--- src/rtl/wgm_pkg.sv ---
// ----------------------------------------------------------------------------
// wgm_pkg
// Shared types, constants and helpers for the wildcard glob matcher.
// ----------------------------------------------------------------------------
package wgm_pkg;

  localparam int MAX_PATTERN = 32;
  localparam int SYMBOL_BITS = 16;
  localparam int LEN_W       = $clog2(MAX_PATTERN + 1);
  localparam int IDX_W       = $clog2(MAX_PATTERN);
  localparam int MODE_W      = 2;
  localparam int S_TDATA_W   = ((MODE_W + SYMBOL_BITS + 7) / 8) * 8;
  localparam int M_TDATA_W   = 8;

  typedef logic [SYMBOL_BITS-1:0] sym_t;
  typedef logic [LEN_W-1:0]       len_t;
  typedef logic [IDX_W-1:0]       idx_t;
  typedef logic [MAX_PATTERN-1:0] pos_t;
  typedef logic [MAX_PATTERN:0]   act_t;

  localparam sym_t SYM_STAR  = sym_t'(16'h002A);
  localparam sym_t SYM_QMARK = sym_t'(16'h003F);
  localparam len_t LEN_MAX   = len_t'(MAX_PATTERN);

  typedef enum logic [MODE_W-1:0] {
    MODE_CLEAR   = 2'd0,
    MODE_APPEND  = 2'd1,
    MODE_SUBJECT = 2'd2,
    MODE_FINISH  = 2'd3
  } mode_e;

  // Star closure as one carry chain: a carry entering a bit means that
  // position is reached from an active position through a run of stars.
  function automatic act_t close_stars(act_t act, act_t star);
    act_t gen;
    act_t sum;
    gen = act & star;
    sum = star + gen;
    return act | (sum ^ star ^ gen);
  endfunction

endpackage

--- src/rtl/wildcard_glob_matcher.sv ---
// ----------------------------------------------------------------------------
// wildcard_glob_matcher
// Matches a streamed subject against a loaded glob pattern ('*' and '?').
//
//   channel   dir  fields (lsb first)                    result
//   s_axis    in   mode[1:0], symbol[17:2], pad to 24    none
//   m_axis    out  matched[0], pattern_overflow[1], pad  one per finish item
//
// One item per cycle while no finish item waits: an input register, then
// compare, step and star closure (a single 33-bit carry chain) in combinational logic, then the state and result regs.
// A finish item's result is loaded into the result register as the item leaves the input register.
// Reset empties the pattern and leaves only position zero active.
// A finish item waits in the input register only while the result register
// is full and not being taken; other items never wait there, but can be held behind it.
// ----------------------------------------------------------------------------
module wildcard_glob_matcher
  import wgm_pkg::*;
(
  input  logic                 clk_i,
  input  logic                 rst_ni,
  input  logic                 s_axis_tvalid_i,
  output logic                 s_axis_tready_o,
  input  logic [S_TDATA_W-1:0] s_axis_tdata_i,  // mode[1:0], symbol[17:2], zeros
  output logic                 m_axis_tvalid_o,
  input  logic                 m_axis_tready_i,
  output logic [M_TDATA_W-1:0] m_axis_tdata_o   // matched[0], pattern_overflow[1], zeros
);

  // input register
  logic  in_vld_q;
  mode_e mode_q;
  sym_t  sym_q;

  // pattern state
  sym_t  store_q [MAX_PATTERN];
  pos_t  vld_q, vld_d;
  pos_t  star_q, star_d;
  pos_t  qm_q, qm_d;
  len_t  len_q, len_d;
  logic  ovf_q, ovf_d;
  act_t  act_q, act_d;

  // result register
  logic  out_vld_q;
  logic  matched_q, ovf_out_q;

  logic  out_free;
  logic  advance;
  logic  fire;
  logic  wr_en;
  idx_t  wr_idx;
  pos_t  hit;
  pos_t  step;
  pos_t  stay;
  act_t  nxt;

  assign out_free        = !out_vld_q || m_axis_tready_i;
  assign advance         = !(in_vld_q && (mode_q == MODE_FINISH) && !out_free);
  assign fire            = in_vld_q && advance;
  assign s_axis_tready_o = !in_vld_q || advance;
  assign wr_idx          = len_q[IDX_W-1:0];

  always_ff @(posedge clk_i or negedge rst_ni) begin
    if (!rst_ni) begin
      in_vld_q <= 1'b0;
      mode_q   <= MODE_CLEAR;
    end else if (s_axis_tready_o) begin
      in_vld_q <= s_axis_tvalid_i;
      if (s_axis_tvalid_i) begin
        mode_q <= mode_e'(s_axis_tdata_i[MODE_W-1:0]);
      end
    end
  end

  always_ff @(posedge clk_i) begin
    if (s_axis_tready_o && s_axis_tvalid_i) begin
      sym_q <= s_axis_tdata_i[MODE_W +: SYMBOL_BITS];
    end
  end

  // one compare per pattern slot against the subject symbol
  always_comb begin
    for (int i = 0; i < MAX_PATTERN; i++) begin
      hit[i] = qm_q[i] || (store_q[i] == sym_q);
    end
  end

  assign stay = act_q[MAX_PATTERN-1:0] & star_q;
  assign step = act_q[MAX_PATTERN-1:0] & vld_q & ~star_q & hit;
  assign nxt  = {1'b0, stay} | {step, 1'b0};

  always_comb begin
    vld_d  = vld_q;
    star_d = star_q;
    qm_d   = qm_q;
    len_d  = len_q;
    ovf_d  = ovf_q;
    act_d  = act_q;
    wr_en  = 1'b0;
    if (fire) begin
      unique case (mode_q)
        MODE_CLEAR: begin
          vld_d  = '0;
          star_d = '0;
          qm_d   = '0;
          len_d  = '0;
          ovf_d  = 1'b0;
          act_d  = act_t'(1);
        end
        MODE_APPEND: begin
          if (sym_q != '0) begin
            if (len_q < LEN_MAX) begin
              wr_en          = 1'b1;
              vld_d[wr_idx]  = 1'b1;
              star_d[wr_idx] = (sym_q == SYM_STAR);
              qm_d[wr_idx]   = (sym_q == SYM_QMARK);
              len_d          = len_q + len_t'(1);
            end else begin
              ovf_d = 1'b1;
            end
            act_d = close_stars(act_t'(1), {1'b0, star_d});
          end
        end
        MODE_SUBJECT: begin
          if (sym_q != '0) begin
            act_d = close_stars(nxt, {1'b0, star_q});
          end
        end
        MODE_FINISH: begin
          act_d = close_stars(act_t'(1), {1'b0, star_q});
        end
        default: ;
      endcase
    end
  end

  always_ff @(posedge clk_i or negedge rst_ni) begin
    if (!rst_ni) begin
      vld_q  <= '0;
      star_q <= '0;
      qm_q   <= '0;
      len_q  <= '0;
      ovf_q  <= 1'b0;
      act_q  <= act_t'(1);
    end else begin
      vld_q  <= vld_d;
      star_q <= star_d;
      qm_q   <= qm_d;
      len_q  <= len_d;
      ovf_q  <= ovf_d;
      act_q  <= act_d;
    end
  end

  always_ff @(posedge clk_i) begin
    if (wr_en) begin
      store_q[wr_idx] <= sym_q;
    end
  end

  // result register: load on finish, drop when taken
  always_ff @(posedge clk_i or negedge rst_ni) begin
    if (!rst_ni) begin
      out_vld_q <= 1'b0;
    end else if (fire && (mode_q == MODE_FINISH)) begin
      out_vld_q <= 1'b1;
    end else if (m_axis_tready_i) begin
      out_vld_q <= 1'b0;
    end
  end

  always_ff @(posedge clk_i) begin
    if (fire && (mode_q == MODE_FINISH)) begin
      matched_q <= act_q[len_q];
      ovf_out_q <= ovf_q;
    end
  end

  assign m_axis_tvalid_o = out_vld_q;
  assign m_axis_tdata_o  = {{(M_TDATA_W-2){1'b0}}, ovf_out_q, matched_q};

  // ---------------------------------------------------------------------------
  // Assertions
  // ---------------------------------------------------------------------------
  a_vld_thermo : assert property (@(posedge clk_i) disable iff (!rst_ni)
    ((vld_q + pos_t'(1)) & vld_q) == '0)
    else $error("pattern valid bits not contiguous from zero");

  a_vld_len : assert property (@(posedge clk_i) disable iff (!rst_ni)
    $countones(vld_q) == int'(len_q))
    else $error("pattern length disagrees with valid bits");

  a_flags_in_range : assert property (@(posedge clk_i) disable iff (!rst_ni)
    ((star_q | qm_q) & ~vld_q) == '0)
    else $error("symbol flag set beyond pattern length");

  a_act_in_range : assert property (@(posedge clk_i) disable iff (!rst_ni)
    (act_q & ~{vld_q, 1'b1}) == '0)
    else $error("active position beyond pattern length");

  a_result_src : assert property (@(posedge clk_i) disable iff (!rst_ni)
    $rose(out_vld_q) |-> $past(fire && (mode_q == MODE_FINISH)))
    else $error("result raised without a finish item");

endmodule

--- config.mk ---
export PLATFORM = sky130hd
export DESIGN_NAME = wildcard_glob_matcher
export DESIGN_NICKNAME = d
export VERILOG_FILES = /design/src/rtl/wgm_pkg.sv /design/src/rtl/wildcard_glob_matcher.sv
export SDC_FILE = /design/constraint.sdc
export NUM_CORES = 1
export LEC_CHECK = 0
export BUFFER_PORTS_ARGS = -buffer_cell sky130_fd_sc_hd__buf_2
export CAP_MARGIN = 15
export CELL_PAD_IN_SITES_DETAIL_PLACEMENT = 1
export CELL_PAD_IN_SITES_GLOBAL_PLACEMENT = 2
export CORE_MARGIN = 5
export CORE_UTILIZATION = 30
export DETAILED_ROUTE_END_ITERATION = 16
export PLACE_DENSITY = 0.55
export SYNTH_ARGS = -nofsm -noshare
export SYNTH_HDL_FRONTEND = slang
export SYNTH_SLANG_ARGS = --single-unit
--- constraint.sdc ---
create_clock -name clk_i -period 12.9 [get_ports clk_i]
set_clock_uncertainty 0.15 [all_clocks]
set_input_delay 1.29 -clock clk_i [delete_from_list [all_inputs] [get_ports clk_i]]
set_output_delay 1.29 -clock clk_i [all_outputs]
set_load 0.05 [all_outputs]
==> results of run 1 <==
==> cell families (layout without fill, tap and decap cells) <==
kind of cell,Yosys count,in the layout,synth area share (%)
and+or+nand+nor,770,770,11.8
other,1,6,0.0117
DFF,670,670,60.7
buffers and inverters,195,286,3.24
adders and majority gates,7,7,0.274
muxes,12,12,0.700
xor gates and xnor gates,517,517,14.2
AOI/OAI and AO/OA,442,442,9.09
==> worst max-delay path: stages, from the launching register on <==
cell and delay [ns]:
edfxtp_1 0.34, buf_4 0.39, buf_4 0.48, xnor2_1 0.17, nand4_1 0.13, nor4_2 0.92
buf_4 0.26, nor2_1 0.05, nor3_1 0.20, nor2b_1 0.08, ha_1 0.20, o41a_1 0.42
a211oi_1 0.47, nor4_1 0.16, o21ai_0 0.39, and2_1 0.26, a31oi_1 0.25, a2111oi_0 0.82
o221ai_1 0.20
==> state kept, by name, indices dropped and copies added (netlist names), 2 cells and up <==
name	cells
store_q	512
mode_q	2
qm_q	32
act_q	33
star_q	32
len_q	6
vld_q	32
sym_q	16
==> worst max path at each step <==
stage	slack, ns	startpoint	cells past startpoint	end
after floorplan	8.49	sym_q[5]	19	act_q[32]
after global placement	6.43	sym_q[11]	18	act_q[32]
after detailed placement	6.32	sym_q[11]	18	act_q[32]
after CTS	6.28	sym_q[11]	18	act_q[32]
after global routing	6.03	sym_q[11]	18	act_q[32]
final	6.36	sym_q[11]	18	act_q[32]
==> power by group through the flow <==
| stage | Sequential, W | Clock (W) | Combinational (W) |
|---|---|---|---|
| after floorplan | 0.00243 | 0 | 0.000244 |
| after global placement | 0.00244 | 0 | 0.000405 |
| after detailed placement | 0.00244 | 0 | 0.000415 |
| after CTS | 0.00240 | 0.00230 | 0.000416 |
| after global routing | 0.00240 | 0.00238 | 0.000440 |
| final | 0.00240 | 0.00222 | 0.000408 |
==> cells in the mapped netlist (14+ instances only) <==
cell type,n
o211ai_1,19
dfrtp_1,139
and3_1,16
o31ai_1,17
buf_2,24
and2_1,17
a31oi_1,21
nor2b_1,20
nor4_1,71
edfxtp_1,530
inv_1,25
nand3_1,48
nand2_1,202
a21oi_1,105
nor2_1,203
nor3_1,41
xor2_1,209
clkbuf_1,87
a21o_1,16
o21ai_0,121
buf_6,20
or3_1,17
xnor2_1,308
a22oi_1,14
buf_4,30
nand4_1,85
==> layout by cell type, fill, tap and decap left out, types with 18 or more instances in the layout <==
cell and instances:
buf_2 25, nand4_1 85, a31oi_1 21, inv_1 25, nand2_1 202, a21oi_1 105, o21ai_0 121, xnor2_1 308
clkbuf_1 19, xor2_1 209, nand3_1 47, nor2_1 203, nor2b_1 18, nor4_1 67, clkbuf_16 82, dfrtp_1 139
edfxtp_1 530, nor3_1 36, buf_4 74, o211ai_1 19
==> metrics by stage <==
stage               cell area (sq um)  total power, W  setup WS, ns  hold WS (ns)  utilization [%]
CTS                             36300         0.00511          6.28         0.301             34.4
floorplan                       32000         0.00268          8.49         0.276                -
global placement                33800         0.00285          6.43         0.290             32.0
detailed placement              33800         0.00286          6.32         0.286             32.0
finish                          36400         0.00503          6.36         0.301             34.5
global route                    36400         0.00522          6.03         0.329             34.5
==> final cells by class <==
cell class | count | area (sq um)
tap | 1391 | 1740
timing repair buffer | 116 | 968
fill | 11200 | 69200
clock inverter | 42 | 415
inverter | 26 | 97.6
clock buffer | 102 | 2140
sequential | 670 | 19400
multi-input combinational | 1754 | 11600
==> routing by layer <==
metal | vias up | GRT usage [%]
met4 | 0 | 4.71
li1 | 9570 | -
met3 | 146 | 3.17
met2 | 416 | 28.4
met5 | - | 0
met1 | 11200 | 26.0
==> summary.txt, run 1 <==
Floorplan
  – Initial Utilization: 30.3%
  – Core area: 106,000 sq um
  – Die W: 337 microns
  – DIE AREA: 113,000 sq um
  – Num ports: 38
  – FP Rows: 119
  – Die height: 337 microns

Clock network
  – CTS max path bufs: 3
  – Hold Buf Count CTS: 0
  – Htree depth: 3
  – CTS buffer count: 82
  – CTS Sinks: 670
  – Worst skew pair latency: 0.65 ns
  – Setup bufs post-CTS: 0
  – Clock transition at path regs: 0.06 ns
  – Post-CTS Resized: 0
  – TritonCTS clock tree: yes
  – CTS root buf: clkbuf_16

Synth
  – Leading area contributor after synthesis: edfxtp_1
  – Cells after Synth: 2,614
  – Post-synthesis sequential area ratio: 60.7%
  – Count of cell types in the netlist: 97
  – Async SR Flop Fraction: 20.9%
  – Post-synthesis area per instance: 12.2 sq um
  – Top FF cell, synth: edfxtp_1
  – Largest cells by area after synthesis: edfxtp_1 50%, dfrtp_1 11%, xnor2_1 8.4%, xor2_1 5.7%, nor2_1 2.4%
  – Post-Syn Area: 32,000 sq um
  – Yosys warns: 0
  – Post-synth EDFFs: 530
  – Post-synth top area share: 49.7%
  – #FFs+latches synth: 670

Critical path
  – RR Startpoint: sym_q[11]
  – CP max FO: 25
  – CP arrival: 6.86 ns
  – Setup CP Type: reg -> reg
  – Crit path required time: 13.21 ns
  – RR Endpoint: act_q[32]
  – Reg2reg path depth: 18
  – Startpoint Class: flip-flop
  – R2R Setup Slk: 6.36 ns
  – Critical Path Sink Type: flip-flop

Power and ir drop
  – Max VDD drop: 0.0000800 V
  – Seq pwr share: 47.7%
  – Clock power frac: 44.2%
  – Leakage power: 12.1 nW
  – NetSw: 0.00125 W
  – Int Power: 0.00378 W
  – Comb pwr share: 8.1%
  – Switch share: 24.9%
  – PD cells: 138 nW/um^2

Placed design
  – HPWL after DPL: 63,200 microns
  – GPL Wtd Cong: 0.827
  – Buffers on Ports: 25
  – Cells after DPL: 3,947

Detailed routing
  – Uppermost routed layer: met4
  – Met1 wire length: 49,300 microns
  – ANT nets after route: 0
  – DRC viols: 0
  – DR pass1 iterations: 5
  – Met2 routed WL: 46,500 microns
  – Met3 routed WL: 4600 microns
  – Wirelength per Cell: 25.1 microns
  – Final wirelength: 103,000 microns
  – Vias: 21,300
  – Vias per cell: 5.19
  – DR iter-0 viols: 1,524

Flow run
  – Max cap viols: 0

Timing
  – Max Clock Freq: 153 MHz
  – Fin. Hold Viols: 0
  – Actual slew at the worst max-slew pin: 1.19 ns
  – RSZ-0062 raised after global routing: no
  – Tmin final: 6.54 ns
  – Worst slew margin: 20.9%
  – Tcrit/Tclk final: 50.7%
  – Max Slew Vio Count: 0
  – Setup Viol. Count Final: 0
  – Setup TNS: 0 ns

Cells and area
  – Nets: 2,685
  – Post-Layout Cell Count: 4,101
  – Area Overhead vs Synth: 13.8%
  – Diode count: 0
  – Share of layout cells above drive strength 1: 10.4%

Global routing
  – GRT Util Overall: 18.1%
  – First-pass GRT wire length: 153,000 microns
  – Largest net degree at the start of global routing: 84
  – Vias in the first global route: 22,400
  – Antenna violations before repair: 2
  – Global route overflow: 0

Hold path
  – Hold EP: ovf_out_q
  – Hold_sp: ovf_q
  – Hold path cells: 0
  – Hold Path Class: reg -> reg

Status
  – Outcome: complete, no violations
Power figures use the tool's default switching activity.
==> run 2, diff against run 1 <==
Settings changed: PLACE_DENSITY 0.55 to 0.57.
Clock period 12.9 ns to 5.8 ns, I/O delays scaled along.
==> run 2 against run 1 <==
Effect of this change: non-clock buffer count rose by 41; hold slack improved by 0.010 ns; clock power is 120% higher; setup slack got worse by 5.8 ns; count of clock-buffer cells in the layout increased by 1; critical path depth decreased by 2; highest routed layer unchanged.
==> summary.txt, run 2 (synthesis gave the netlist of run 1 again) <==
Placed design
  – Cells after DPL: 3,974 (+0.68%)
  – HPWL after DPL: 65,300 microns (+3.3%)
  – GPL Wtd Cong: 0.815 (-1.5%)
  – Placed inst area: 34,000 sq um (+0.60%)
  – Buffers on Ports: 25 (unchanged)

Global routing
  – GR Util met2: 29.0% (+0.62 points)
  – Most used routing layer: met2
  – GRT Util Overall: 18.2% (+0.14 points)
  – Grt met1 use: 25.7% (-0.30 points)
  – First-pass GRT wire length: 154,000 microns (+0.96%)
  – Largest net degree at the start of global routing: 66 (-21%)
  – Global route overflow: 0 (unchanged)
  – Vias in the first global route: 22,700 (+1.4%)
  – Antenna violations before repair: 3 (+1)
  – Met3 Use GR: 2.74% (-0.43 points)

Clock network
  – Clock transition at path regs: 0.06 ns (about the same)
  – CTS Sinks: 670 (unchanged)
  – TritonCTS clock tree: yes
  – Worst skew pair latency: 0.65 ns (about the same)
  – Htree depth: 3 (unchanged)
  – CTS root buf: clkbuf_16
  – CTS buffer count: 82 (unchanged)
  – Post-CTS Resized: 0 (unchanged)
  – CTS max path bufs: 3 (unchanged)
  – Setup bufs post-CTS: 0 (unchanged)

Power and ir drop
  – PD cells: 305 nW/um^2 (+120%)
  – Max VDD drop: 0.000215 V (+170%)
  – Total power draw: 0.0112 W (+120%)
  – Leakage power: 12.3 nW (+1.8%)

Floorplan
  – FP Rows: 119 (unchanged)
  – DIE AREA: 113,000 sq um (unchanged)
  – Die height: 337 microns (unchanged)
  – Die W: 337 microns (unchanged)
  – Initial Utilization: 30.3% (unchanged)
  – Num ports: 38 (unchanged)
  – Core area: 106,000 sq um (unchanged)

Detailed routing
  – DR pass1 iterations: 5 (unchanged)
  – DR iter-0 viols: 1,616 (+6.0%)
  – Wirelength per Cell: 25.2 microns (+0.26%)
  – Vias: 21,400 (+0.71%)
  – DRC viols: 0 (unchanged)
  – ANT nets after route: 0 (unchanged)
  – Vias per cell: 5.17 (-0.38%)
  – Final wirelength: 104,000 microns (+1.4%)

Timing
  – Setup Viol. Count Final: 0 (unchanged)
  – Actual slew at the worst max-slew pin: 1.13 ns (-0.0542 ns)
  – Tcrit/Tclk final: 91.0% (+40 points)
  – RSZ-0062 raised after global routing: no
  – Worst slew margin: 24.5% (+3.6 points)
  – Max Clock Freq: 189 MHz (+24%)
  – Setup TNS: 0 ns (unchanged)
  – WHS: 0.312 ns (+0.0105 ns)
  – Tmin final: 5.28 ns (-1.26 ns)
  – Max Slew Vio Count: 0 (unchanged)
  – Fin. Hold Viols: 0 (unchanged)

Critical path
  – Critical Path Sink Type: flip-flop
  – Setup CP Type: reg -> reg
  – Crit path required time: 6.13 ns (-7.08 ns)
  – CP max FO: 4 (-84%)
  – Startpoint Class: flip-flop
  – CP arrival: 5.61 ns (-1.25 ns)

Cells and area
  – Largest registers: store_q: 512 flops, act_q: 33 flops
  – Nets: 2,726 (+1.5%)
  – Max reg flops: 512 (unchanged)
  – Design area: 36,800 sq um (+1.1%)
  – Area Overhead vs Synth: 15.0%
  – Most flop-heavy register: store_q
  – Post-Layout Cell Count: 4,146 (+1.1%)
  – Share of layout cells above drive strength 1: 11.0% (+0.59 points)
  – Most frequent cells in the layout: 530 x edfxtp_1, 308 x xnor2_1, 209 x xor2_1
  – Most common cell after layout, fill and taps aside: edfxtp_1
  – Diode count: 0 (unchanged)

Hold path
  – Hold Path Class: in -> async

Status
  – Outcome: complete, no violations

Flow run
  – Max cap viols: 0 (unchanged)
run 2: cell count changes in the layout (fill, tap and decap cells not counted), moves of 2 or more:
cell,delta
dlygate4sd3_1,+21
buf_12,+2
clkinv_1,+3
buf_6,-3
clkbuf_16,+2
clkinv_8,+2
clkbuf_1,-2
clkinv_16,-2
buf_4,+22
run 2: final timing paths:
kind / start / endpoint / slack (ns) / cells after the start
worst min-delay path: rst_ni / vld_q[0] / 0.31 / 2
worst max register to register: sym_q[7] / act_q[32] / 0.52 / 16
max in group asynchronous: rst_ni / vld_q[25] / 3.94 / 3
worst max-delay path: sym_q[7] / act_q[32] / 0.52 / 16
worst min register to register: vld_q[4] / vld_q[4] / 0.34 / 1
min in group clk_i: vld_q[4] / vld_q[4] / 0.34 / 1
run 2: per-layer routing:
metal | part of all wire [%] | up-vias
met5 | 0 | -
met4 | 2.8 | 0
met3 | 4.1 | 141
met2 | 46 | 425
met1 | 47 | 11200
li1 | - | 9660
run 2: critical path, stage by stage (launching register included):
cell,delay [ns]
edfxtp_1,0.50
xnor2_1,0.21
nand4_1,0.17
nor4_2,0.34
buf_4,0.25
nor2_1,0.07
nor3_1,0.20
nor2b_1,0.08
ha_1,0.20
o41a_1,0.43
a211oi_1,0.38
nor4_1,0.15
o21ai_0,0.53
and2_1,0.29
a31oi_1,0.22
a2111oi_0,0.74
o221ai_1,0.19
run 2: timing repair:
| action | 4_1_cts | 5_1_grt |
|---|---|---|
| endpoints found under the setup margin | 0 | 0 |
| hold buffers | 21 | 0 |
| hold endpoints to repair | 68 | 0 |
run 2: final cells by class:
cell class                      count  area, sq um
Fill cell                       11200        68800
Sequential cell                   670        19400
Multi-Input combinational cell   1754        11600
Clock buffer                      103         2190
Tap cell                         1391         1740
Timing Repair Buffer              157         1350
Clock inverter                     45          374
Inverter                           26         97.6
run 2: report_power, final:
part,internal (W),switching [W]
Combinational,0.000279,0.000667
Sequential,0.00526,0.0000644
Clock,0.00290,0.00204
Total,0.00843,0.00277
run 2: stage by stage:
| stage | setup slack [ns] | util, % |
|---|---|---|
| 4_1_cts | 0.483 | 34.8 |
| 3_5_place_dp | 0.539 | 32.2 |
| 6_report | 0.522 | 34.8 |
| 2_1_floorplan | 1.39 | - |
| 5_1_grt | 0.191 | 34.8 |
| 3_3_place_gp | 0.659 | 32.2 |
